<file path="src/rtl/core/mme_pkg.sv">
// Package with the types and constants of the matrix multiply engine.
package mme_pkg;

   localparam int DATA_W      = 32;
   localparam int ACC_W       = 64;
   localparam int FRAC_W      = 16;
   localparam int CSR_DATA_W  = 4;
   localparam int IDX_FIELD_W = 4;

   localparam logic [CSR_DATA_W-1:0] DIM_RESET = 4'd8;

   localparam logic STATUS_OK       = 1'b0;
   localparam logic STATUS_MISMATCH = 1'b1;

   typedef enum logic [1:0] {
      CMD_LOAD_A  = 2'd0,
      CMD_LOAD_B  = 2'd1,
      CMD_COMPUTE = 2'd2
   } cmd_type;

   typedef enum logic [1:0] {
      CSR_A_ROWS = 2'd0,
      CSR_A_COLS = 2'd1,
      CSR_B_ROWS = 2'd2,
      CSR_B_COLS = 2'd3
   } csr_index_type;

   typedef enum logic [1:0] {
      ST_IDLE,
      ST_START,
      ST_ISSUE,
      ST_DRAIN
   } ctrl_state_type;

   typedef struct packed {
      logic [1:0]               cmd;
      logic [2:0]               elem_row;
      logic [2:0]               elem_col;
      logic signed [DATA_W-1:0] elem_value;
   } req_type;

   typedef struct packed {
      logic signed [DATA_W-1:0] prod_value;
      logic [2:0]               prod_row;
      logic [2:0]               prod_col;
      logic                     last;
      logic                     status;
   } rsp_type;

   typedef struct packed {
      logic [CSR_DATA_W-1:0] a_rows;
      logic [CSR_DATA_W-1:0] a_cols;
      logic [CSR_DATA_W-1:0] b_rows;
      logic [CSR_DATA_W-1:0] b_cols;
   } dims_type;

   // Controller to datapath.
   typedef struct packed {
      logic                   wr_a;
      logic                   wr_b;
      logic [IDX_FIELD_W-1:0] wr_row;
      logic [IDX_FIELD_W-1:0] wr_col;
      logic                   rd_en;
      logic [IDX_FIELD_W-1:0] rd_i;
      logic [IDX_FIELD_W-1:0] rd_j;
      logic [IDX_FIELD_W-1:0] rd_k;
      logic                   first;
      logic                   fin;
      logic                   last_elem;
      logic                   err_load;
   } dp_cmd_type;

   // Datapath to controller.
   typedef struct packed {
      logic out_free;
      logic res_done;
   } dp_status_type;

   // Tag that travels along the multiply-accumulate pipeline.
   typedef struct packed {
      logic       first;
      logic       fin;
      logic       last_elem;
      logic [2:0] row;
      logic [2:0] col;
   } mac_tag_type;

endpackage

</file>
<file path="src/rtl/core/mme_ctrl.sv">
// Controller state machine of the matrix multiply engine.
module mme_ctrl
   import mme_pkg::*;
#(
   parameter int MAX_DIM = 8
) (
   input  logic          clock,
   input  logic          reset,
   input  logic          req_valid,
   output logic          req_ready,
   input  logic [1:0]    req_cmd,
   input  logic [2:0]    req_row,
   input  logic [2:0]    req_col,
   input  dims_type      dims,
   input  dp_status_type dp_status,
   output dp_cmd_type    dp_cmd
);

   localparam int IDX_W = (MAX_DIM > 1) ? $clog2(MAX_DIM) : 1;
   localparam int DIM_W = $clog2(MAX_DIM + 1);

   // Clamp a dimension register to 1..MAX_DIM.
   function automatic logic [DIM_W-1:0] used_dim(input logic [CSR_DATA_W-1:0] v);
      if (v == '0) return DIM_W'(1);
      if (32'(v) > MAX_DIM) return DIM_W'(MAX_DIM);
      return DIM_W'(v);
   endfunction

   ctrl_state_type   state_ff, state_in;
   logic [IDX_W-1:0] i_ff, i_in;
   logic [IDX_W-1:0] j_ff, j_in;
   logic [IDX_W-1:0] k_ff, k_in;
   logic [DIM_W-1:0] nr, nk, nc, nb;
   logic             mismatch, in_range, k_end, i_end, j_end;

   assign nr       = used_dim(dims.a_rows);
   assign nk       = used_dim(dims.a_cols);
   assign nb       = used_dim(dims.b_rows);
   assign nc       = used_dim(dims.b_cols);
   assign mismatch = (nk != nb);
   assign in_range = (32'(req_row) < MAX_DIM) && (32'(req_col) < MAX_DIM);
   assign k_end    = (DIM_W'(k_ff) == nk - DIM_W'(1));
   assign i_end    = (DIM_W'(i_ff) == nr - DIM_W'(1));
   assign j_end    = (DIM_W'(j_ff) == nc - DIM_W'(1));

   always_ff @(posedge clock) begin
      if (reset) begin
         state_ff <= ST_IDLE;
         i_ff     <= '0;
         j_ff     <= '0;
         k_ff     <= '0;
      end else begin
         state_ff <= state_in;
         i_ff     <= i_in;
         j_ff     <= j_in;
         k_ff     <= k_in;
      end
   end

   always_comb begin
      state_in         = state_ff;
      i_in             = i_ff;
      j_in             = j_ff;
      k_in             = k_ff;
      req_ready        = 1'b0;
      dp_cmd           = '0;
      dp_cmd.wr_row    = IDX_FIELD_W'(req_row);
      dp_cmd.wr_col    = IDX_FIELD_W'(req_col);
      dp_cmd.rd_i      = IDX_FIELD_W'(i_ff);
      dp_cmd.rd_j      = IDX_FIELD_W'(j_ff);
      dp_cmd.rd_k      = IDX_FIELD_W'(k_ff);
      dp_cmd.first     = (k_ff == '0);
      dp_cmd.fin       = k_end;
      dp_cmd.last_elem = i_end && j_end;
      unique case (state_ff)
         ST_IDLE: begin
            req_ready = 1'b1;
            if (req_valid) begin
               unique case (req_cmd)
                  CMD_LOAD_A: dp_cmd.wr_a = in_range;
                  CMD_LOAD_B: dp_cmd.wr_b = in_range;
                  CMD_COMPUTE: begin
                     i_in     = '0;
                     j_in     = '0;
                     k_in     = '0;
                     state_in = ST_START;
                  end
                  default: ;
               endcase
            end
         end
         ST_START: begin
            // wait for the output slot, then report an error or start the element
            if (dp_status.out_free) begin
               if (mismatch) begin
                  dp_cmd.err_load = 1'b1;
                  state_in        = ST_IDLE;
               end else begin
                  state_in = ST_ISSUE;
               end
            end
         end
         ST_ISSUE: begin
            dp_cmd.rd_en = 1'b1;
            if (k_end) begin
               k_in     = '0;
               state_in = ST_DRAIN;
            end else begin
               k_in = k_ff + IDX_W'(1);
            end
         end
         ST_DRAIN: begin
            if (dp_status.res_done) begin
               if (i_end && j_end) begin
                  state_in = ST_IDLE;
               end else begin
                  if (j_end) begin
                     j_in = '0;
                     i_in = i_ff + IDX_W'(1);
                  end else begin
                     j_in = j_ff + IDX_W'(1);
                  end
                  state_in = ST_START;
               end
            end
         end
         default: state_in = ST_IDLE;
      endcase
   end

endmodule

</file>
<file path="config.mk">
export PLATFORM = sky130hd
export DESIGN_NAME = mme_ctrl
export DESIGN_NICKNAME = d
export VERILOG_FILES = /design/src/rtl/core/mme_pkg.sv /design/src/rtl/core/mme_ctrl.sv
export SDC_FILE = /design/constraint.sdc
export NUM_CORES = 1
export LEC_CHECK = 0
export CAP_MARGIN = 20
export CORE_MARGIN = 4
export CORE_UTILIZATION = 34
export DETAILED_ROUTE_END_ITERATION = 6
export DONT_BUFFER_PORTS = 1
export PLACE_DENSITY_LB_ADDON = 0.3
export SYNTH_ARGS = -nofsm -noshare
export SYNTH_HDL_FRONTEND = slang
export SYNTH_SLANG_ARGS = --single-unit
</file>
<file path="constraint.sdc">
create_clock -name clock -period 2.02 [get_ports clock]
set_input_delay 0 -clock clock [delete_from_list [all_inputs] [get_ports clock]]
set_output_delay 0 -clock clock [all_outputs]
set_load 0.005 [all_outputs]
</file>
==> impl_metrics.ini, run 1 <==
[worst_setup_path]
start_kind = flop
endpoint = i_ff[2]
regToRegSetupSlack_ps = 200
critical_path.endpoint_type = flop
reg2reg_to = i_ff[2]
critical_path_depth = 7
critPathSlowestCell = dfxtp_1
worst-setup-path-type = reg -> reg
crit_path_start = i_ff[0]
reg2reg_from = i_ff[0]
worst-path-buf-inv = 2
critical-path-top-delay-family = compound AO/OA/AOI/OAI gates
data_arrival_at_the_endpoint_of_the_critical_path_ps = 2030
rr_worst_depth = 7
critical_path.max_fanout = 5
timing.critical_path.required_ps = 2230
timing.critical_path.slowest_cell_delay_ps = 380
path_cells = clkinv_1 > o31ai_1 > a211o_1 > buf_4 > a31oi_4 > or3_1 > a21oi_1

[min_path]
min-delay-path-class = in -> out

[clock_tree]
tritoncts.num_buffers = 3
clkSlewWorstSetupHoldPaths_ps = 70
clock_tree_from_tritoncts = yes
clock-root-buffer = clkbuf_4
cts_max_path_buffers = 2
worst_skew_pair.late_latency_ps = 270
clock_sinks = 11
post_cts.repair.setup_buffers = 0
htree_levels = 1

[routing]
detail_route.wirelength.met1_um = 1117
route.met3.wl_um = 237
detailroute.via_count = 1022
route.top_layer_used = met4
drt_pass1_iterations = 4
drt-initial-drc-count = 8
drc = 0
met2_length_um = 1342
detail_route.wl_per_cell_um = 13.87
antenna_violating_nets_post_route = 0
route.final.wire_length_um = 2732
avgViaCountPerCell = 5.188

[logic_synthesis]
synthesis.area_per_instance_um2 = 7.922
yosysWarnings = 0
syn-cell-area_um2 = 1220
synth_area_leader_cell = dfxtp_1
post_synth_main_area_contributors = dfxtp_1 18%, buf_4 7.4%, ha_1 7.2%
synth-main-ff-cell = dfxtp_1
synthCells = 154
ys_ff_latch = 11
synth-edff-count = 0
async_reset_ff_share_pct = 0
synth_largest_type_area_fraction_pct = 18.05
post_synth_num_cell_types = 54
seq_area_frac_synth_pct = 18.05

[pwr]
power.switching_uw = 220.8
vdd.ir_drop.worst_v = 0.0001896
power_leakage_uw = 0.0004885
seq_power_share_pct = 38.8
power.share.switching_pct = 34.82
cellInternalPower_uw = 413.3
combinational_cell_fraction_of_total_power_pct = 36.8
power_density_nw_per_um2 = 504.3
power.share.clock_pct = 24.4

[global_route]
first_global_vias = 966
grt_antenna_before_repair = 0
gr-usage-all-layers_pct = 11.65
largest_net_degree_at_the_start_of_global_routing = 16
gr_overflow_total = 0
grt_pass1_wl_um = 4181

[floorplan]
die_h_um = 67.90
ios = 57
initial_standard_cell_utilization_of_the_core_pct = 35.99
floorplan.die.width_um = 67.90
die_area_um2 = 4610
core_area_um2 = 3390
placementRows = 21

[layout]
stdcell_count = 197
num_antenna_cells = 0
final_layout_size_suffix_gt1_share_pct = 13.91
final_nets = 188
final_core_util_pct = 37.10
area_delta_synth_final_pct = 3.077

[placed_design]
buffer_ports.inserted = 0
post-dp-hpwl_um = 2220
post-place-cells = 191
gp_congestion = 0.7171

[sta]
timing_hold_violations_final = 0
timing.final.setup_violations = 0
finalWorstPathRequiredPeriod_ps = 1822
min_period_over_period_pct = 90.18
timing_max_transition_violations_final = 0
timing.clock.skew_ps = 2.031
grt_setup_unrepaired = no
fmax_mhz = 548.9

[run_status]
outcome = finished, final reports clean

[flow_run]
max_cap_viol_count = 0
[power by group through the flow]
stage	sequential, uW	clock [uW]	combinational (uW)
after global placement	251	0	218
after floorplan	249	0	210
after detailed placement	251	0	228
after CTS	247	162	234
after global routing	249	171	259
final	246	155	233
[layer usage]
layer / global-route usage, % / vias to the layer above
met2: 20.29 / 34
li1: - / 513
met4: 3.474 / 0
met5: 0 / -
met1: 13.32 / 473
met3: 4.105 / 2
[synthesized netlist by cell type, types with 2 or more instances]
master    instances
o21ai_0           3
o21ai_1           3
xor2_1            7
nand2b_1          6
dfxtp_1          11
nand2_1           7
buf_4            12
o31ai_1           2
nor2b_1           6
ha_1              7
mux2i_1           2
or2_1             3
a31o_1            2
a211oi_1          3
clkbuf_1          3
a31oi_1           2
or2_0             2
inv_2             2
inv_1             7
buf_2             2
or3_1             3
a211oi_2          2
nand4_1           2
o21ba_1           2
xnor2_1           5
nor2_1           11
a21oi_1           4
nor3_1            7
[layout make-up]
class	instances	area, um2
clock buffers	4	26.28
fillers	356	2132
inverters	10	37.54
multi-input cells	120	865.8
flip-flops and latches	11	220.2
well taps	46	57.56
repair buffers	6	50.05
[flip-flops by register name, summed over array words and instances, names as in the netlist, named ones only]
name	cells
k_ff	3
i_ff	3
state_ff	1
j_ff	3
[cell usage in the layout, fill, tap and decap left out, types with 5 or more instances in the layout]
cell / count
ha_1: 7
nor2_1: 11
conb_1: 5
nor3_1: 7
nor2b_1: 6
nand2_1: 7
xor2_1: 7
inv_1: 7
nand2b_1: 6
dfxtp_1: 11
xnor2_1: 5
[cells by family (layout without fill, tap and decap cells)]
| logic type | after synthesis | after routing | share of synthesized area (%) |
|---|---|---|---|
| XOR/XNOR | 13 | 13 | 9.949 |
| other | 1 | 5 | 0.3074 |
| adder cells (fa/ha/maj) | 7 | 7 | 7.179 |
| flip-flops | 11 | 11 | 18.05 |
| buffers and inverters | 27 | 20 | 12.21 |
| AO/OA/AOI/OAI | 33 | 33 | 22.05 |
| AND/OR/NAND/NOR | 59 | 59 | 27.39 |
| multiplexers | 3 | 3 | 2.871 |
[worst min path at each step]
stage                      end  cells past startpoint  startpoint
floorplan           dp_cmd[26]                      1  req_cmd[1]
finish              dp_cmd[23]                      0  req_row[2]
global placement    dp_cmd[19]                      0  req_col[2]
detailed placement  dp_cmd[19]                      0  req_col[2]
CTS                 dp_cmd[19]                      0  req_col[2]
global route        dp_cmd[23]                      0  req_row[2]
[per-stage QoR]
stage | setup TNS (ps) | total power, uW | instance area (um2) | hold WS [ps] | setup slack [ps]
3_5_place_dp | -20.05 | 479.6 | 1211 | 0.03806 | -20.05
3_3_place_gp | 0 | 469.6 | 1211 | 0.03806 | 89.37
5_1_grt | 0 | 679.2 | 1257 | 0.01811 | 14.10
6_report | 0 | 634.1 | 1257 | 0.002245 | 198.3
2_1_floorplan | 0 | 458.3 | 1235 | 33.36 | 90.07
4_1_cts | 0 | 642.9 | 1257 | 0.03806 | 163.3
[repair_timing]
action / 4_1_cts / 5_1_grt
hold endpoints to repair: 11 / 0
setup endpoints to repair: 0 / 1
hold buffers: 2 / 0
gates resized for setup: 0 / 0
(Power assumes the default switching activity.)
==> run 2, diff against run 1 <==
- clock period: 2.02 -> 2.2 ns (I/O delays scaled with it)
==> run 2 against run 1 <==
  * Largest power group unchanged
  * First-iteration DRC count rose to 3.3 times the previous value
  * Wire length fell by 4.1%
  * Total power fell by 8.5%
==> impl_metrics.ini, run 2 (synthesized netlist as in run 1, its figures left out) <==
[flow_run]
max_cap_viol_count = 0

[routing]
drt-initial-drc-count = 26
detailroute.via_count = 1015
drc = 0
detail_route.wl_per_cell_um = 13.29
antenna_violating_nets_post_route = 0
avgViaCountPerCell = 5.152
drt_pass1_iterations = 4
route.final.wire_length_um = 2619

[clock_tree]
clkSlewWorstSetupHoldPaths_ps = 70
clock-root-buffer = clkbuf_4
worst_skew_pair.late_latency_ps = 270
cts_resized = 0
clock_sinks = 11
cts_max_path_buffers = 2
clock_tree_from_tritoncts = yes
htree_levels = 1
tritoncts.num_buffers = 3

[global_route]
global_route.usage.met2_pct = 20.66
globalRouteMet3Util_pct = 3.941
grt_pass1_wl_um = 4229
grt_use_met1_pct = 13.25
grt_peak_use_layer = met2
largest_net_degree_at_the_start_of_global_routing = 16
grt_antenna_before_repair = 0
gr_overflow_total = 0
gr-usage-all-layers_pct = 11.90
first_global_vias = 968

[min_path]
min-delay-path-class = in -> out

[sta]
grt_setup_unrepaired = no
timing.final.setup_violations = 0
finalWorstPathRequiredPeriod_ps = 1824
final.hold.worst_slack_ps = 0.002245
timing.clock.skew_ps = 1.014
totalNegativeSetupSlack_ps = 0
timing_hold_violations_final = 0
fmax_mhz = 548.1
timing_max_transition_violations_final = 0
worst_slack_ps = 375.5
min_period_over_period_pct = 82.93

[floorplan]
die_area_um2 = 4610
floorplan.die.width_um = 67.90
die_h_um = 67.90
core_area_um2 = 3390
ios = 57
initial_standard_cell_utilization_of_the_core_pct = 35.99
placementRows = 21

[worst_setup_path]
data_arrival_at_the_endpoint_of_the_critical_path_ps = 2020
critical_path.endpoint_type = flop
start_kind = flop
critical_path.max_fanout = 8
worst-setup-path-type = reg -> reg
timing.critical_path.required_ps = 2390

[layout]
final_layout_size_suffix_gt1_share_pct = 13.25
final_nets = 188
num_antenna_cells = 0
area_delta_synth_final_pct = 3.590
top_regs = i_ff x3, j_ff x3, k_ff x3
mostFrequentLayoutCells = 11 x nor2_1, 11 x dfxtp_1

[run_status]
outcome = finished, final reports clean

[pwr]
vdd.ir_drop.worst_v = 0.0001367
power_density_nw_per_um2 = 458.9
power_leakage_uw = 0.0004917

[placed_design]
buffer_ports.inserted = 0
gp_congestion = 0.7181
post-dp-hpwl_um = 2188
place_ws_ps = 123.5
run 2: changes by cell type in the layout (fill, tap and decap cells not counted), sizes merged:
cell         change
buf              -2
dlygate4sd3      +2
clkbuf           -1
clkinv           +1
run 2: critical path: stages (launching register included):
cell and delay, ps:
dfxtp_1 500, xor2_1 270, xnor2_2 170, nand3_2 130, o21ai_2 150, mux2_4 310, a211oi_2 210
run 2: layout make-up:
cell class                      count  area, um2
Clock buffer                        3      22.52
Fill cell                         347       2126
Clock inverter                      1      5.005
Timing Repair Buffer                6      55.05
Tap cell                           46      57.56
Sequential cell                    11      220.2
Multi-Input combinational cell    120      865.8
Inverter                           10      37.54
run 2: path summary, 6_finish.rpt:
check                           slack, ps  cells after the start       start         end
worst min-delay path                0.002                      0  req_row[2]  dp_cmd[23]
worst max-delay path                  380                      6     j_ff[2]     j_ff[1]
worst max register to register        380                      6     j_ff[2]     j_ff[1]
worst min register to register        550                      2     i_ff[2]     i_ff[2]
run 2: power breakdown:
group | internal (uW) | switching [uW]
Combinational | 98.3 | 116
Sequential | 211 | 14.7
Clock | 67.4 | 73.2
Total | 376 | 204
run 2: through the flow:
| step | utilization, % | cells | cell area (um2) | power (uW) |
|---|---|---|---|---|
| after floorplan | - | 158 | 1235 | 420.8 |
| after global routing | 37.28 | 197 | 1264 | 629.6 |
| after global placement | 35.29 | 189 | 1196 | 427.7 |
| final | 37.28 | 197 | 1264 | 580.0 |
| after detailed placement | 35.29 | 189 | 1196 | 437.6 |
| after CTS | 37.28 | 197 | 1264 | 590.7 |
run 2: metal layers:
layer  wire length, um  share of wire, %
met1              1050                40
met2              1295                49
met3               234               8.9
met4                38               1.5
met5                 0                 0
run 2: timing repair:
action | in CTS | in global routing
endpoints found under the hold margin | 11 | 0
buffers inserted | 0 | 0
hold buffers | 4 | 0
==> run 3, diff against run 2 <==
- clock period: 2.2 -> 1.56 ns (I/O delays scaled with it)
==> run 3 against run 2 <==
  * First-iteration DRC count fell by 3.8%
  * Wire length rose by 10%
  * Via count rose by 11%
  * Total power up 59%
  * Worst hold slack did not move
  * Sequential power rose by 39%
  * Clock-buffer cell count grew 1
  * Combinational power is 93% higher
  * The run now ends with setup timing left
  * Sequential share of layout area fell by 3.1 points
  * Critical path depth up 4
  * Final area grew 23%
==> impl_metrics.ini, run 3 (synthesized netlist as in run 1, its figures left out) <==
[run_status]
outcome = complete, but fails checks
failed_checks = setup timing

[layout]
final_nets = 216
final_core_util_pct = 45.88
layout_commonest_cell = buf_4
num_antenna_cells = 0
final_layout_size_suffix_gt1_share_pct = 32.96
top_regs = i_ff x3, j_ff x3, k_ff x3
fillerInstances = 336
mostFrequentLayoutCells = 28 x buf_4, 9 x nor2_1, 9 x dfxtp_1, 7 x inv_1, 7 x nand2_1
area_delta_synth_final_pct = 27.49

[worst_setup_path]
reg2reg_from = i_ff[2]
timing.critical_path.required_ps = 1560
worst-setup-path-type = in -> out
start_kind = primary input
data_arrival_at_the_endpoint_of_the_critical_path_ps = 1730
crit_path_start = dims[13]
critical_path.max_fanout = 4
critical_path.endpoint_type = output port

[global_route]
largest_net_degree_at_the_start_of_global_routing = 12
gr-usage-all-layers_pct = 13.45
first_global_vias = 1125
gr_overflow_total = 0
grt_pass1_wl_um = 4864
grt_antenna_before_repair = 0

[pwr]
cellInternalPower_uw = 611.8
p_total_uw = 921.9
power.share.switching_pct = 33.64
power.switching_uw = 310.1
combinational_cell_fraction_of_total_power_pct = 44.7
power_density_nw_per_um2 = 592.8
power.share.clock_pct = 21.5
power_leakage_uw = 0.0006545
seq_power_share_pct = 33.8
vdd.ir_drop.worst_v = 0.0002284

[sta]
timing_hold_violations_final = 0
timing.clock.skew_ps = 6.624
worst_slack_ps = -166.7
timing_max_transition_violations_final = 0
min_period_over_period_pct = 110.7
grt_setup_unrepaired = yes
finalWorstPathRequiredPeriod_ps = 1727
fmax_mhz = 579.1
timing.final.setup_violations = 7

[clock_tree]
worst_skew_pair.late_latency_ps = 270
cts_max_path_buffers = 2
clock_sinks = 11
tritoncts.num_buffers = 3
clock_tree_from_tritoncts = yes
clock-root-buffer = clkbuf_4
htree_levels = 1

[routing]
drt_pass1_iterations = 4
detailroute.via_count = 1128
antenna_violating_nets_post_route = 0
drt-initial-drc-count = 25
detail_route.wl_per_cell_um = 12.86
drc = 0
route.final.wire_length_um = 2893
avgViaCountPerCell = 5.013

[placed_design]
post-dp-hpwl_um = 2376
place_ws_ps = -453.3
gp_congestion = 0.7728
buffer_ports.inserted = 0

[floorplan]
placementRows = 21
initial_standard_cell_utilization_of_the_core_pct = 35.99
core_area_um2 = 3390
ios = 57
die_h_um = 67.90
floorplan.die.width_um = 67.90
die_area_um2 = 4610

[min_path]
hold_path_startpoint = req_row[2]
min-delay-path-class = in -> out

[flow_run]
max_cap_viol_count = 0
==> run 3: cell types whose count changed in the layout (fill, tap and decap cells not counted), moves of 2 or more <==
cell,change
buf_4,+26
buf_6,+2
dfxtp_1,-2
dfxtp_2,+2
ha_1,-2
ha_4,+2
nor2_1,-2
or2_1,-2
or2_4,+2
xnor2_1,-2
xnor2_2,+2
==> run 3: area by class of cell <==
| cell class | count | area (um2) | area share, % |
|---|---|---|---|
| flip-flops and latches | 11 | 222.7 | 14.32 |
| repair buffers | 34 | 272.8 | 17.54 |
| inverters | 10 | 37.54 | 2.414 |
| clock buffers | 4 | 26.28 | 1.689 |
| multi-input cells | 120 | 938.4 | 60.34 |
| well taps | 46 | 57.56 | 3.701 |
==> run 3: metrics by stage <==
step	hold slack [ps]	instances	TNS, ps	area (um2)
final	0.002245	225	-642.5	1555
after detailed placement	0.03806	216	-3199	1421
after global placement	0.03806	216	-2625	1421
after global routing	0.01591	225	-1490	1555
after CTS	0.03806	223	-771.3	1515
after floorplan	33.36	158	-1711	1261
==> run 3: metal layers <==
layer  vias to the layer above  part of all wire (%)  global-route usage (%)
met3                         2                   6.6                   3.120
li1                        569                     -                       -
met1                       525                    43                   15.98
met5                         -                     0                       0
met4                         0                   1.1                   4.467
met2                        32                    49                   23.69
==> run 3: path summary, 6_finish.rpt <==
kind	endpoint	slack, ps	cells after the start
max	dp_cmd[1]	-170	10
min	dp_cmd[23]	0.002	0
max reg2reg	state_ff[0]	-140	8
min reg2reg	k_ff[2]	630	3
==> run 3: timing repair <==
action	CTS	global route
hold endpoints to repair	11	1
pin swaps	9	5
hold buffers	2	2
setup buffers	1	0
endpoints found under the setup margin	8	9
gates resized for setup	10	4
==> run 3: critical path, cell delays in order <==
cell and delay (ps):
o21ba_1 170, or2_4 250, ha_4 260, xor2_1 150, o31ai_1 90, a211o_1 310, buf_6 150, nor2_4 140
buf_6 110, buf_4 90
==> run 3: power groups by stage <==
stage	sequential (uW)	combinational, uW	clock, uW
final	312	412	198
after global routing	314	460	225
after CTS	312	397	203
after detailed placement	317	376	0
after global placement	317	364	0
after floorplan	322	281	0
